## config.mk

```make
export PLATFORM = sky130hd
export DESIGN_NAME = normal_map_texel_renormalize_flat
export DESIGN_NICKNAME = d
export VERILOG_FILES = /design/src/rtl/core/nmr_pkg.sv /design/src/rtl/core/nmr_if.sv /design/src/rtl/core/nmr_front.sv /design/src/rtl/core/nmr_step.sv /design/src/rtl/core/nmr_back.sv /design/src/rtl/core/normal_map_texel_renormalize.sv /design/src/flat_wrapper.sv
export SDC_FILE = /design/constraint.sdc
export NUM_CORES = 2
export LEC_CHECK = 0
export ABC_AREA = 0
export BUFFER_PORTS_ARGS = -buffer_cell sky130_fd_sc_hd__buf_2
export CAP_MARGIN = 20
export CELL_PAD_IN_SITES_DETAIL_PLACEMENT = 0
export CELL_PAD_IN_SITES_GLOBAL_PLACEMENT = 2
export CORE_ASPECT_RATIO = 0.7
export CORE_MARGIN = 4
export CORE_UTILIZATION = 49
export DETAILED_ROUTE_END_ITERATION = 7
export MAX_ROUTING_LAYER = met4
export PLACE_DENSITY = 0.87
export SETUP_SLACK_MARGIN = 0.3
export SKIP_CTS_REPAIR_TIMING = 1
export SYNTH_ARGS = -nofsm -noshare
export SYNTH_HDL_FRONTEND = slang
export SYNTH_SLANG_ARGS = --single-unit
```

## constraint.sdc

```tcl
create_clock -name i_clk -period 18.7 [get_ports i_clk]
set_input_delay 2.805 -clock i_clk [delete_from_list [all_inputs] [get_ports i_clk]]
set_output_delay 2.805 -clock i_clk [all_outputs]
set_load 0.005 [all_outputs]
```

## src/rtl/core/nmr_pkg.sv

```systemverilog
// ----------------------------------------------------------------------------
// Normal map renormalizer package
// Shared widths, constants and pipeline payload types for the texel
// renormalization pipeline.
// ----------------------------------------------------------------------------
package nmr_pkg;

    // Channel and arithmetic widths.
    localparam int C_W    = 8;            // one color channel
    localparam int N_CH   = 3;            // red, green, blue
    localparam int D2_W   = 16;           // d*d, |d| <= 255
    localparam int S_W    = 18;           // sum of three squares
    localparam int RHS_W  = 32;           // 65025 * d*d
    localparam int T_W    = 34;           // 4 * m*m * S for m <= 127
    localparam int U_W    = 25;           // m * S for m <= 127
    localparam int M_W    = 7;            // quotient magnitude bits

    // Pipeline shape: two front stages, one stage per quotient bit, one output stage.
    localparam int N_STEP = M_W;
    localparam int N_STG  = N_STEP + 3;

    // Mid code of an unsigned channel.
    localparam logic [C_W-1:0] C_MID = 8'h80;

    typedef logic [C_W-1:0] t_chan;

    // One RGBA texel.
    typedef struct packed {
        t_chan [N_CH-1:0] c;
        t_chan            alpha;
    } t_texel;

    // Load strobes of the two front stages.
    typedef struct packed {
        logic ld0;
        logic ld1;
    } t_front_ctl;

    // Per-channel state of the quotient search.
    typedef struct packed {
        logic [M_W-1:0]   m;
        logic [T_W-1:0]   t;
        logic [U_W-1:0]   u;
        logic [RHS_W-1:0] rhs;
        logic             neg;
    } t_root;

    // Payload carried through the quotient search stages.
    typedef struct packed {
        t_root [N_CH-1:0] ch;
        logic [S_W-1:0]   s;
        t_texel           tex;
        logic             byp;
    } t_work;

endpackage

```

## src/rtl/core/nmr_if.sv

```systemverilog
// ----------------------------------------------------------------------------
// Texel stream interfaces
// Valid/ready channels for input texels and renormalized result texels.
// ----------------------------------------------------------------------------
interface nmr_in_if;
    logic                     valid;
    logic                     ready;
    logic [nmr_pkg::C_W-1:0]  red_in;
    logic [nmr_pkg::C_W-1:0]  green_in;
    logic [nmr_pkg::C_W-1:0]  blue_in;
    logic [nmr_pkg::C_W-1:0]  alpha_in;

    modport source (output valid, output red_in, output green_in, output blue_in,
                    output alpha_in, input ready);
    modport sink   (input valid, input red_in, input green_in, input blue_in,
                    input alpha_in, output ready);
endinterface

interface nmr_out_if;
    logic                     valid;
    logic                     ready;
    logic [nmr_pkg::C_W-1:0]  red_out;
    logic [nmr_pkg::C_W-1:0]  green_out;
    logic [nmr_pkg::C_W-1:0]  blue_out;
    logic [nmr_pkg::C_W-1:0]  alpha_out;

    modport source (output valid, output red_out, output green_out, output blue_out,
                    output alpha_out, input ready);
    modport sink   (input valid, input red_out, input green_out, input blue_out,
                    input alpha_out, output ready);
endinterface

```

## src/rtl/core/nmr_front.sv

```systemverilog
// ----------------------------------------------------------------------------
// Renormalizer front end
// Two register stages: channel decode and squaring, then the sum of
// squares and the scaled right-hand side of the quotient test.
// ----------------------------------------------------------------------------
module nmr_front (
    input  logic                i_clk,
    input  nmr_pkg::t_front_ctl i_ctl,
    input  nmr_pkg::t_texel     i_tex,
    input  logic                i_byp,
    output nmr_pkg::t_work      o_work
);
    import nmr_pkg::*;

    t_texel                     r_tex;
    logic                       r_byp;
    logic [N_CH-1:0]            r_neg;
    logic [N_CH-1:0][D2_W-1:0]  r_d2;
    logic [N_CH-1:0][D2_W-1:0]  n_d2;
    logic [N_CH-1:0]            n_neg;
    logic [N_CH-1:0][C_W-1:0]   mag;
    t_work                      r_work;
    t_work                      n_work;

    // Stage 0 decode: |2c - 255| is the low seven bits (inverted below mid) with a one appended.
    always_comb begin
        for (int i = 0; i < N_CH; i++) begin
            n_neg[i] = !i_tex.c[i][C_W-1];
            mag[i]   = {(i_tex.c[i][C_W-1] ? i_tex.c[i][C_W-2:0] : ~i_tex.c[i][C_W-2:0]), 1'b1};
            n_d2[i]  = D2_W'(mag[i]) * D2_W'(mag[i]);
        end
    end

    always_ff @(posedge i_clk) begin
        if (i_ctl.ld0) begin
            r_tex <= i_tex;
            r_byp <= i_byp;
            r_neg <= n_neg;
            r_d2  <= n_d2;
        end
    end

    // Stage 1: sum of squares and 65025 * d*d as (d*d << 16) - (d*d << 9) + d*d.
    always_comb begin
        n_work     = '0;
        n_work.s   = S_W'(r_d2[0]) + S_W'(r_d2[1]) + S_W'(r_d2[2]);
        n_work.tex = r_tex;
        n_work.byp = r_byp;
        for (int i = 0; i < N_CH; i++) begin
            n_work.ch[i].neg = r_neg[i];
            n_work.ch[i].rhs = (RHS_W'(r_d2[i]) << 16) - (RHS_W'(r_d2[i]) << 9)
                               + RHS_W'(r_d2[i]);
        end
    end

    always_ff @(posedge i_clk) begin
        if (i_ctl.ld1) begin
            r_work <= n_work;
        end
    end

    assign o_work = r_work;

endmodule

```

## src/rtl/core/nmr_step.sv

```systemverilog
// ----------------------------------------------------------------------------
// Quotient bit stage
// Decides one bit of floor(127.5*|d|/sqrt(S)) for all three channels by
// the exact test 4*m*m*S <= 65025*d*d, updated with shifts and adds.
// ----------------------------------------------------------------------------
module nmr_step #(
    parameter int BIT = 0
) (
    input  logic           i_clk,
    input  logic           i_ld,
    input  nmr_pkg::t_work i_work,
    output nmr_pkg::t_work o_work
);
    import nmr_pkg::*;

    logic [N_CH-1:0][T_W-1:0] cand_t;
    logic [N_CH-1:0][U_W-1:0] cand_u;
    t_work                    n_work;
    t_work                    r_work;

    // Trial m' = m + 2^BIT: 4m'^2S = 4m^2S + 2^(BIT+3)*mS + 2^(2BIT+2)*S, and m'S = mS + 2^BIT*S.
    always_comb begin
        n_work = i_work;
        for (int i = 0; i < N_CH; i++) begin
            cand_t[i] = i_work.ch[i].t + (T_W'(i_work.ch[i].u) << (BIT + 3))
                        + (T_W'(i_work.s) << (2 * BIT + 2));
            cand_u[i] = i_work.ch[i].u + (U_W'(i_work.s) << BIT);
            if (cand_t[i] <= T_W'(i_work.ch[i].rhs)) begin
                n_work.ch[i].m = i_work.ch[i].m | (M_W'(1) << BIT);
                n_work.ch[i].t = cand_t[i];
                n_work.ch[i].u = cand_u[i];
            end
        end
    end

    always_ff @(posedge i_clk) begin
        if (i_ld) begin
            r_work <= n_work;
        end
    end

    assign o_work = r_work;

endmodule

```

## src/rtl/core/nmr_back.sv

```systemverilog
// ----------------------------------------------------------------------------
// Renormalizer output stage
// Forms the signed result around the mid code, or passes the texel
// through in bypass, into the output register.
// ----------------------------------------------------------------------------
module nmr_back (
    input  logic            i_clk,
    input  logic            i_ld,
    input  nmr_pkg::t_work  i_work,
    output nmr_pkg::t_texel o_tex
);
    import nmr_pkg::*;

    logic [N_CH-1:0] exact;
    t_texel          n_tex;
    t_texel          r_tex;

    // Positive channels take 128 + floor(q); negative ones 128 - ceil(q).
    always_comb begin
        n_tex.alpha = i_work.tex.alpha;
        for (int i = 0; i < N_CH; i++) begin
            exact[i] = (i_work.ch[i].t == T_W'(i_work.ch[i].rhs));
            if (i_work.byp) begin
                n_tex.c[i] = i_work.tex.c[i];
            end else if (i_work.ch[i].neg) begin
                n_tex.c[i] = C_MID - C_W'(i_work.ch[i].m) - C_W'(!exact[i]);
            end else begin
                n_tex.c[i] = C_MID + C_W'(i_work.ch[i].m);
            end
        end
    end

    always_ff @(posedge i_clk) begin
        if (i_ld) begin
            r_tex <= n_tex;
        end
    end

    assign o_tex = r_tex;

endmodule

```

## src/rtl/core/normal_map_texel_renormalize.sv

```systemverilog
// Throughput: one texel per cycle while the output is not stalled; the quotient search takes one stage per bit.
// Each stage holds its item only while the stage after it is full and stalled.
// Reset (synchronous, active low) empties the pipeline and sets renorm_enable to 1.
// ----------------------------------------------------------------------------
// Normal map texel renormalizer
// Renormalizes the RGB vector of an RGBA8 normal map texel with an exact
// shift-and-add quotient search, or passes it through when renorm_enable is 0; alpha passes unchanged.
// ----------------------------------------------------------------------------
module normal_map_texel_renormalize (
    input  logic       i_clk,
    input  logic       i_rst_n,
    input  logic       i_cfg_we,
    input  logic       i_cfg_wdata,
    nmr_in_if.sink     i_texel,
    nmr_out_if.source  o_texel
);
    import nmr_pkg::*;

    logic                r_renorm_en;
    logic [N_STG-1:0]    r_vld;
    logic [N_STG-1:0]    n_vld;
    logic [N_STG-1:0]    go;
    logic [N_STG-1:0]    vld_in;
    t_texel              in_tex;
    t_texel              out_tex;
    t_front_ctl          front_ctl;
    t_work               w_work [N_STEP+1];

    // Configuration register.
    always_ff @(posedge i_clk) begin
        if (!i_rst_n) begin
            r_renorm_en <= 1'b1;
        end else if (i_cfg_we) begin
            r_renorm_en <= i_cfg_wdata;
        end
    end

    // A stage loads when it is empty or the stage after it moves on.
    always_comb begin
        go[N_STG-1] = !r_vld[N_STG-1] || o_texel.ready;
        for (int k = N_STG - 2; k >= 0; k--) begin
            go[k] = !r_vld[k] || go[k+1];
        end
        vld_in = {r_vld[N_STG-2:0], i_texel.valid};
        n_vld  = (go & vld_in) | (~go & r_vld);
    end

    always_ff @(posedge i_clk) begin
        if (!i_rst_n) begin
            r_vld <= '0;
        end else begin
            r_vld <= n_vld;
        end
    end

    assign i_texel.ready = go[0];

    // Input texel into the front end.
    assign in_tex.c[0]  = i_texel.red_in;
    assign in_tex.c[1]  = i_texel.green_in;
    assign in_tex.c[2]  = i_texel.blue_in;
    assign in_tex.alpha = i_texel.alpha_in;
    assign front_ctl.ld0 = go[0];
    assign front_ctl.ld1 = go[1];

    nmr_front u_front (
        .i_clk  (i_clk),
        .i_ctl  (front_ctl),
        .i_tex  (in_tex),
        .i_byp  (!r_renorm_en),
        .o_work (w_work[0])
    );

    // One stage per quotient bit, most significant first.
    for (genvar j = 0; j < N_STEP; j++) begin : g_step
        nmr_step #(
            .BIT (M_W - 1 - j)
        ) u_step (
            .i_clk  (i_clk),
            .i_ld   (go[2+j]),
            .i_work (w_work[j]),
            .o_work (w_work[j+1])
        );
    end

    nmr_back u_back (
        .i_clk  (i_clk),
        .i_ld   (go[N_STG-1]),
        .i_work (w_work[N_STEP]),
        .o_tex  (out_tex)
    );

    // Output transaction.
    assign o_texel.valid     = r_vld[N_STG-1];
    assign o_texel.red_out   = out_tex.c[0];
    assign o_texel.green_out = out_tex.c[1];
    assign o_texel.blue_out  = out_tex.c[2];
    assign o_texel.alpha_out = out_tex.alpha;

`ifndef SYNTHESIS
    // A sum of three odd squares is always 3 modulo 8.
    a_sum_odd: assert property (@(posedge i_clk) disable iff (!i_rst_n)
        r_vld[1] |-> (w_work[0].s[2:0] == 3'd3))
        else $error("sum of squares has wrong residue");

    // The accepted quotient never overshoots the scaled right-hand side.
    a_t_bound: assert property (@(posedge i_clk) disable iff (!i_rst_n)
        r_vld[N_STG-2] |->
            (w_work[N_STEP].ch[0].t <= T_W'(w_work[N_STEP].ch[0].rhs)) &&
            (w_work[N_STEP].ch[1].t <= T_W'(w_work[N_STEP].ch[1].rhs)) &&
            (w_work[N_STEP].ch[2].t <= T_W'(w_work[N_STEP].ch[2].rhs)))
        else $error("quotient test overshoots");

    // The running product tracks m times the sum of squares.
    a_u_track: assert property (@(posedge i_clk) disable iff (!i_rst_n)
        r_vld[N_STG-2] |->
            (w_work[N_STEP].ch[0].u == U_W'(w_work[N_STEP].ch[0].m) * U_W'(w_work[N_STEP].s)) &&
            (w_work[N_STEP].ch[1].u == U_W'(w_work[N_STEP].ch[1].m) * U_W'(w_work[N_STEP].s)) &&
            (w_work[N_STEP].ch[2].u == U_W'(w_work[N_STEP].ch[2].m) * U_W'(w_work[N_STEP].s)))
        else $error("running product out of step");
`endif

endmodule

```

## src/flat_wrapper.sv

```systemverilog
// flat-port wrapper written by rule: the top's interface ports become plain ports
module normal_map_texel_renormalize_flat import nmr_pkg::*;
  (i_clk, i_rst_n, i_cfg_we, i_cfg_wdata, i_texel_valid, i_texel_red_in, i_texel_green_in, i_texel_blue_in, i_texel_alpha_in, i_texel_ready, o_texel_valid, o_texel_red_out, o_texel_green_out, o_texel_blue_out, o_texel_alpha_out, o_texel_ready);
  nmr_in_if i_texel_i ();
  nmr_out_if o_texel_i ();
  input  logic i_clk;
  input  logic i_rst_n;
  input  logic i_cfg_we;
  input  logic i_cfg_wdata;
  input wire logic [$bits(i_texel_i.valid)-1:0] i_texel_valid;
  input wire logic [$bits(i_texel_i.red_in)-1:0] i_texel_red_in;
  input wire logic [$bits(i_texel_i.green_in)-1:0] i_texel_green_in;
  input wire logic [$bits(i_texel_i.blue_in)-1:0] i_texel_blue_in;
  input wire logic [$bits(i_texel_i.alpha_in)-1:0] i_texel_alpha_in;
  output wire logic [$bits(i_texel_i.ready)-1:0] i_texel_ready;
  output wire logic [$bits(o_texel_i.valid)-1:0] o_texel_valid;
  output wire logic [$bits(o_texel_i.red_out)-1:0] o_texel_red_out;
  output wire logic [$bits(o_texel_i.green_out)-1:0] o_texel_green_out;
  output wire logic [$bits(o_texel_i.blue_out)-1:0] o_texel_blue_out;
  output wire logic [$bits(o_texel_i.alpha_out)-1:0] o_texel_alpha_out;
  input wire logic [$bits(o_texel_i.ready)-1:0] o_texel_ready;
  assign i_texel_i.valid = i_texel_valid;
  assign i_texel_i.red_in = i_texel_red_in;
  assign i_texel_i.green_in = i_texel_green_in;
  assign i_texel_i.blue_in = i_texel_blue_in;
  assign i_texel_i.alpha_in = i_texel_alpha_in;
  assign i_texel_ready = i_texel_i.ready;
  assign o_texel_valid = o_texel_i.valid;
  assign o_texel_red_out = o_texel_i.red_out;
  assign o_texel_green_out = o_texel_i.green_out;
  assign o_texel_blue_out = o_texel_i.blue_out;
  assign o_texel_alpha_out = o_texel_i.alpha_out;
  assign o_texel_i.ready = o_texel_ready;
  normal_map_texel_renormalize u_core (.i_clk(i_clk), .i_rst_n(i_rst_n), .i_cfg_we(i_cfg_we), .i_cfg_wdata(i_cfg_wdata), .i_texel(i_texel_i), .o_texel(o_texel_i));
endmodule
```

Word-level counts from Yosys, hierarchy flattened
Index checks and enable logic that the tools add are counted.
Word-level totals
  register bits after elaboration: 2479
  input port bits: 38
Cells by class
  $add $sub $neg: 71
  multipliers: 3
  magnitude comparators: 21
  equal/unequal tests: 3
  mux-type cells: 27
  bitwise logic cells: 7
  reduce and logical (&&, ||, !) cells: 27
Operator list (number)
  $mux W59: 15
  $le A34 B32 Y1: 18
  $add A34 B28 Y34: 6
  $mux W57: 3
  $add A33 B30 Y34: 3
  $add A34 B20 Y34: 3
  $add A34 B22 Y34: 3
  $add A34 B24 Y34: 3
  $add A34 B26 Y34: 3
  $add A34 B29 Y34: 3
  $add A34 B30 Y34: 3
  $add A34 B31 Y34: 3
  $add A34 B32 Y34: 3
  $eq A34 B32 Y1: 3
  $add A32 B32 Y33: 3
  $add A32 B16 Y32: 3
  $le A32 B32 Y1: 3
  $sub A32 B25 Y32: 3
  $add A24 B23 Y25: 3
  $add A25 B18 Y25: 3
  $add A25 B19 Y25: 3
  $add A25 B20 Y25: 3
  $add A25 B21 Y25: 3
  $add A25 B22 Y25: 3
  14 further kinds: 57

Depth between registers and ports, before layout
  depth in word-level cells: 14
  gate-level depth with buffers: 28
  gate-level depth less buffers: 25

Hierarchy
From an unflattened synthesis, not the netlist that was laid out.
Second synthesis, totals
  cells, all modules: 14571
  area total of the unflattened synthesis: 174531.1 µm²
Modules (own cells, without submodules)
  nmr_step (u_core.g_step[6].u_step): instances 1, cells an instance 1968, area an instance 22914.5 µm²
  nmr_step (u_core.g_step[5].u_step): instances 1, cells an instance 1880, area an instance 22400.2 µm²
  nmr_step (u_core.g_step[4].u_step): instances 1, cells an instance 1830, area an instance 22238.8 µm²
  nmr_step (u_core.g_step[3].u_step): instances 1, cells an instance 1780, area an instance 22064.9 µm²
  nmr_step (u_core.g_step[1].u_step): instances 1, cells an instance 1788, area an instance 21986.1 µm²
  nmr_step (u_core.g_step[2].u_step): instances 1, cells an instance 1758, area an instance 21830.9 µm²
  nmr_step (u_core.g_step[0].u_step): instances 1, cells an instance 1733, area an instance 21471.8 µm²
  nmr_front: instances 1, cells an instance 1434, area an instance 15846.4 µm²
  nmr_back: instances 1, cells an instance 349, area an instance 3340.7 µm²
  normal_map_texel_renormalize: instances 1, cells an instance 51, area an instance 436.7 µm²

Worst setup path before layout
OpenSTA, ideal clock, no wires.
  path type: input to register
  from: input port o_texel_ready
  to: register (tool-made name)
  setup time: 2174 ps
  data arrival time: 8059 ps
  required time: 16526 ps
  path slack: 8466 ps
  stages on the path: 4
  cell sequence: nor2b_1 and3_1 and2_1 nand2_1
RTL lines
  start, declared: line flat_wrapper.sv:21  | input wire logic [$bits(o_texel_i.ready)-1:0] o_texel_ready;

Worst setup path in the final report
  from: input port o_texel_ready
  to: output port i_texel_ready
Between the ends
  cells in the longest elaborated chain, start to end: 10
Ends and longest elaborated chain
  $logic_or A1 B1 Y1: line normal_map_texel_renormalize.sv:40  | go[N_STG-1] = !r_vld[N_STG-1] || o_texel.ready;
  $logic_or A1 B1 Y1 (9 in series): line normal_map_texel_renormalize.sv:42  | go[k] = !r_vld[k] || go[k+1];
  end, declared: line flat_wrapper.sv:15  | output wire logic [$bits(i_texel_i.ready)-1:0] i_texel_ready;
Every way passes these cells.

==> impl_metrics.tcl <==
set metrics [dict create \
    initial_core_util_pct 49.39 \
    grt_pass1_wl_um 467600 \
    hold_violations 0 \
    synthArstFlopShare_pct 0 \
    rsz0062_at_grt "no" \
    synth_compound_area_share_pct 11.31 \
    drt_drc_violations_left 0 \
    io_buffer_count 71 \
    crit_start "o_texel_ready" \
    end_kind "output port" \
    ys_seq_elements 1918 \
    cp.required_ns 15.89 \
    synthAdderAreaFrac_pct 19.74 \
    fin_nets 11660 \
    synthFlopType "edfxtp_1" \
    yosys.area_share.simple_pct 7.555 \
    gp_congestion 0.9179 \
    yosysWarnings 0 \
    via_per_inst 5.724 \
    synth_commonest_cells "1907 x edfxtp_1, 1340 x ha_1, 866 x inv_1" \
    pin_count 72 \
    grt_overflow 0 \
    min_period_over_period_pct 45.05 \
    synthCells 9696 \
    synth_cell_type_count 90 \
    synth_mux_area_share_pct 3.927 \
    r2r-start "u_core.g_step[4].u_step.o_work[36]" \
    reg2reg_depth 24 \
    grt_pass1_vias 72310 \
    setup_violations 0 \
    r2r-end "u_core.g_step[5].u_step.o_work[133]" \
    clockBufferDepth 4 \
    drv_slew 0 \
    cts_tree "yes" \
    min_period_ns 8.425 \
    yosys-top-cells-area "edfxtp_1 48%, ha_1 14%, fa_1 5.6%, xnor2_1 3.8%, mux2_2 3.8%" \
    die_w_um 595.0 \
    cts_made_buffers 200 \
    dr_total_vias 76140 \
    status "finished clean" \
    synth_top_area_share_pct 48.45 \
    r2r_slack_ns 11.03 \
    clockRootBuffer "clkbuf_16" \
    fp.dieH_um 418.9 \
    crit_fanout 31 \
    synth_xor_area_share_pct 5.580 \
    min_path_type "register to register" \
    floorplan.rows 150 \
    worstMarginPinSlew_ns 1.085 \
    coreArea_um2 239300 \
    yosysMostFrequentCell "edfxtp_1" \
    antenna_found_initial 14 \
    cts_sinks 1918 \
    syn-cell-area_um2 118200 \
    wl_per_cell_um 23.69 \
    drt-total-wl_um 315200 \
    grt_max_degree 164 \
    nFillCells 19980 \
    worstPathArrival_ns 5.62 \
    clock_skew_ns 0.05487 \
    tns_ns 0 \
    drive_gt1_share_pct 9.566 \
    drtPass1Iterations 6 \
    worstSetupEndpoint "i_texel_ready" \
    max_slew_margin_pct 27.66 \
    detail-route-antenna-nets 0 \
    synth_seq_area_share_pct 48.64 \
    dieArea_um2 249300 \
    htree_levels 4 \
    timing.fmax_mhz 118.7 \
    drtIter0Drc 6996 \
    synth.largest_area_cell "edfxtp_1" \
    clk_pin_slew_ns 0.06 \
    avgSynthCellArea_um2 12.19 \
    dp_hpwl_um 247200 \
    critPathLaunchType "input pin" \
    max_cap_viol_count 0 \
    clkLatencyLatePin_ns 0.89 \
    grt.total_usage_pct 25.83 \
    synth_edf_count 1907 \
    syn2layout_area_growth_pct 9.515 \
    critPathKind "input pin to output port" \
    synth_top_family_by_area "adder cells" \
]
placed cells by master, fill, tap and decap left out, types with 142 or more instances in the layout:
master     count
edfxtp_1    1907
ha_1        1340
inv_1        861
a21oi_1      596
xnor2_1      517
nand2_1      497
nor2_1       471
o21ai_0      446
mux2_2       398
fa_1         328
a21o_1       310
xor2_1       236
clkbuf_16    204
o21a_1       151
nor2b_1      142
cell families after synthesis:
logic type      Yosys count
simple gates           1845
compound gates         2092
fa+ha+maj              1668
other cells               1
xor+xnor                753
buf+inv                1005
mux                     414
flops                  1918
registers in the layout, summed over array words and instances, names as in the netlist, named ones only:
| name | flops |
|---|---|
| u_core.g_step.u_step.o_work | 1644 |
| u_core.u_front.o_work | 135 |
| u_core.u_front.r_d2 | 39 |
| u_core.u_back.o_tex | 32 |
| u_core.u_front.n_work | 32 |
| u_core.u_front.r_neg | 3 |
| u_core.r_renorm_en | 1 |
| u_core.u_front.r_byp | 1 |
critical path: stages:
cell and delay [ns]:
buf_2 0.09, nor2b_1 0.33, and3_1 0.36, and2_1 0.40, and3_1 0.38, and3_1 0.45
nand3_4 0.44, buf_2 0.30
per-layer routing:
metal	track usage, %	vias to the layer above	part of all wire (%)
li1	-	36070	-
met1	41.70	37350	52
met4	4.531	0	1.9
met2	34.72	2364	40
met5	-	-	0
met3	3.128	361	6.5
per-stage QoR:
| stage | setup slack [ns] | util [%] | hold WS [ns] | std cells | cell area (um^2) |
|---|---|---|---|---|---|
| 3_3_place_gp | 10.37 | 51.40 | 0.4001 | 12940 | 123000 |
| 4_1_cts | 10.26 | 54.08 | 0.4118 | 13300 | 129400 |
| 5_1_grt | 10.12 | 54.09 | 0.4131 | 13300 | 129400 |
| 2_1_floorplan | 8.466 | - | 0.4003 | 9714 | 118300 |
| 3_5_place_dp | 10.27 | 51.40 | 0.4045 | 12940 | 123000 |
| 6_report | 10.27 | 54.09 | 0.4096 | 13300 | 129400 |
final cells by class:
class	count	area, um^2	share of cell area [%]
inverters	867	3289	2.541
multi-input cells	6791	57050	44.07
well taps	3192	3994	3.086
diodes	1	2.502	0.001933
repair buffers	177	1205	0.9309
clock inverters	123	1200	0.9270
flip-flops and latches	1918	57490	44.41
clock buffers	233	5214	4.028
worst min-delay path by stage:
stage,start,endpoint,slack (ns),depth (start not counted)
2_1_floorplan,u_core.u_front.o_work[0],u_core.g_step[0].u_step.o_work[0],0.40,0
3_3_place_gp,u_core.g_step[3].u_step.o_work[1],u_core.g_step[4].u_step.o_work[1],0.40,0
3_5_place_dp,u_core.u_front.o_work[156],u_core.g_step[0].u_step.o_work[156],0.40,0
4_1_cts,u_core.g_step[3].u_step.o_work[150],u_core.g_step[4].u_step.o_work[150],0.41,0
5_1_grt,u_core.g_step[5].u_step.o_work[245],u_core.g_step[6].u_step.o_work[245],0.41,0
6_report,u_core.g_step[1].u_step.o_work[9],u_core.g_step[2].u_step.o_work[9],0.41,0
Power is left out: the tool's default activity adds up to more than one toggle a clock period on the data nets, which glitch-free logic cannot reach.
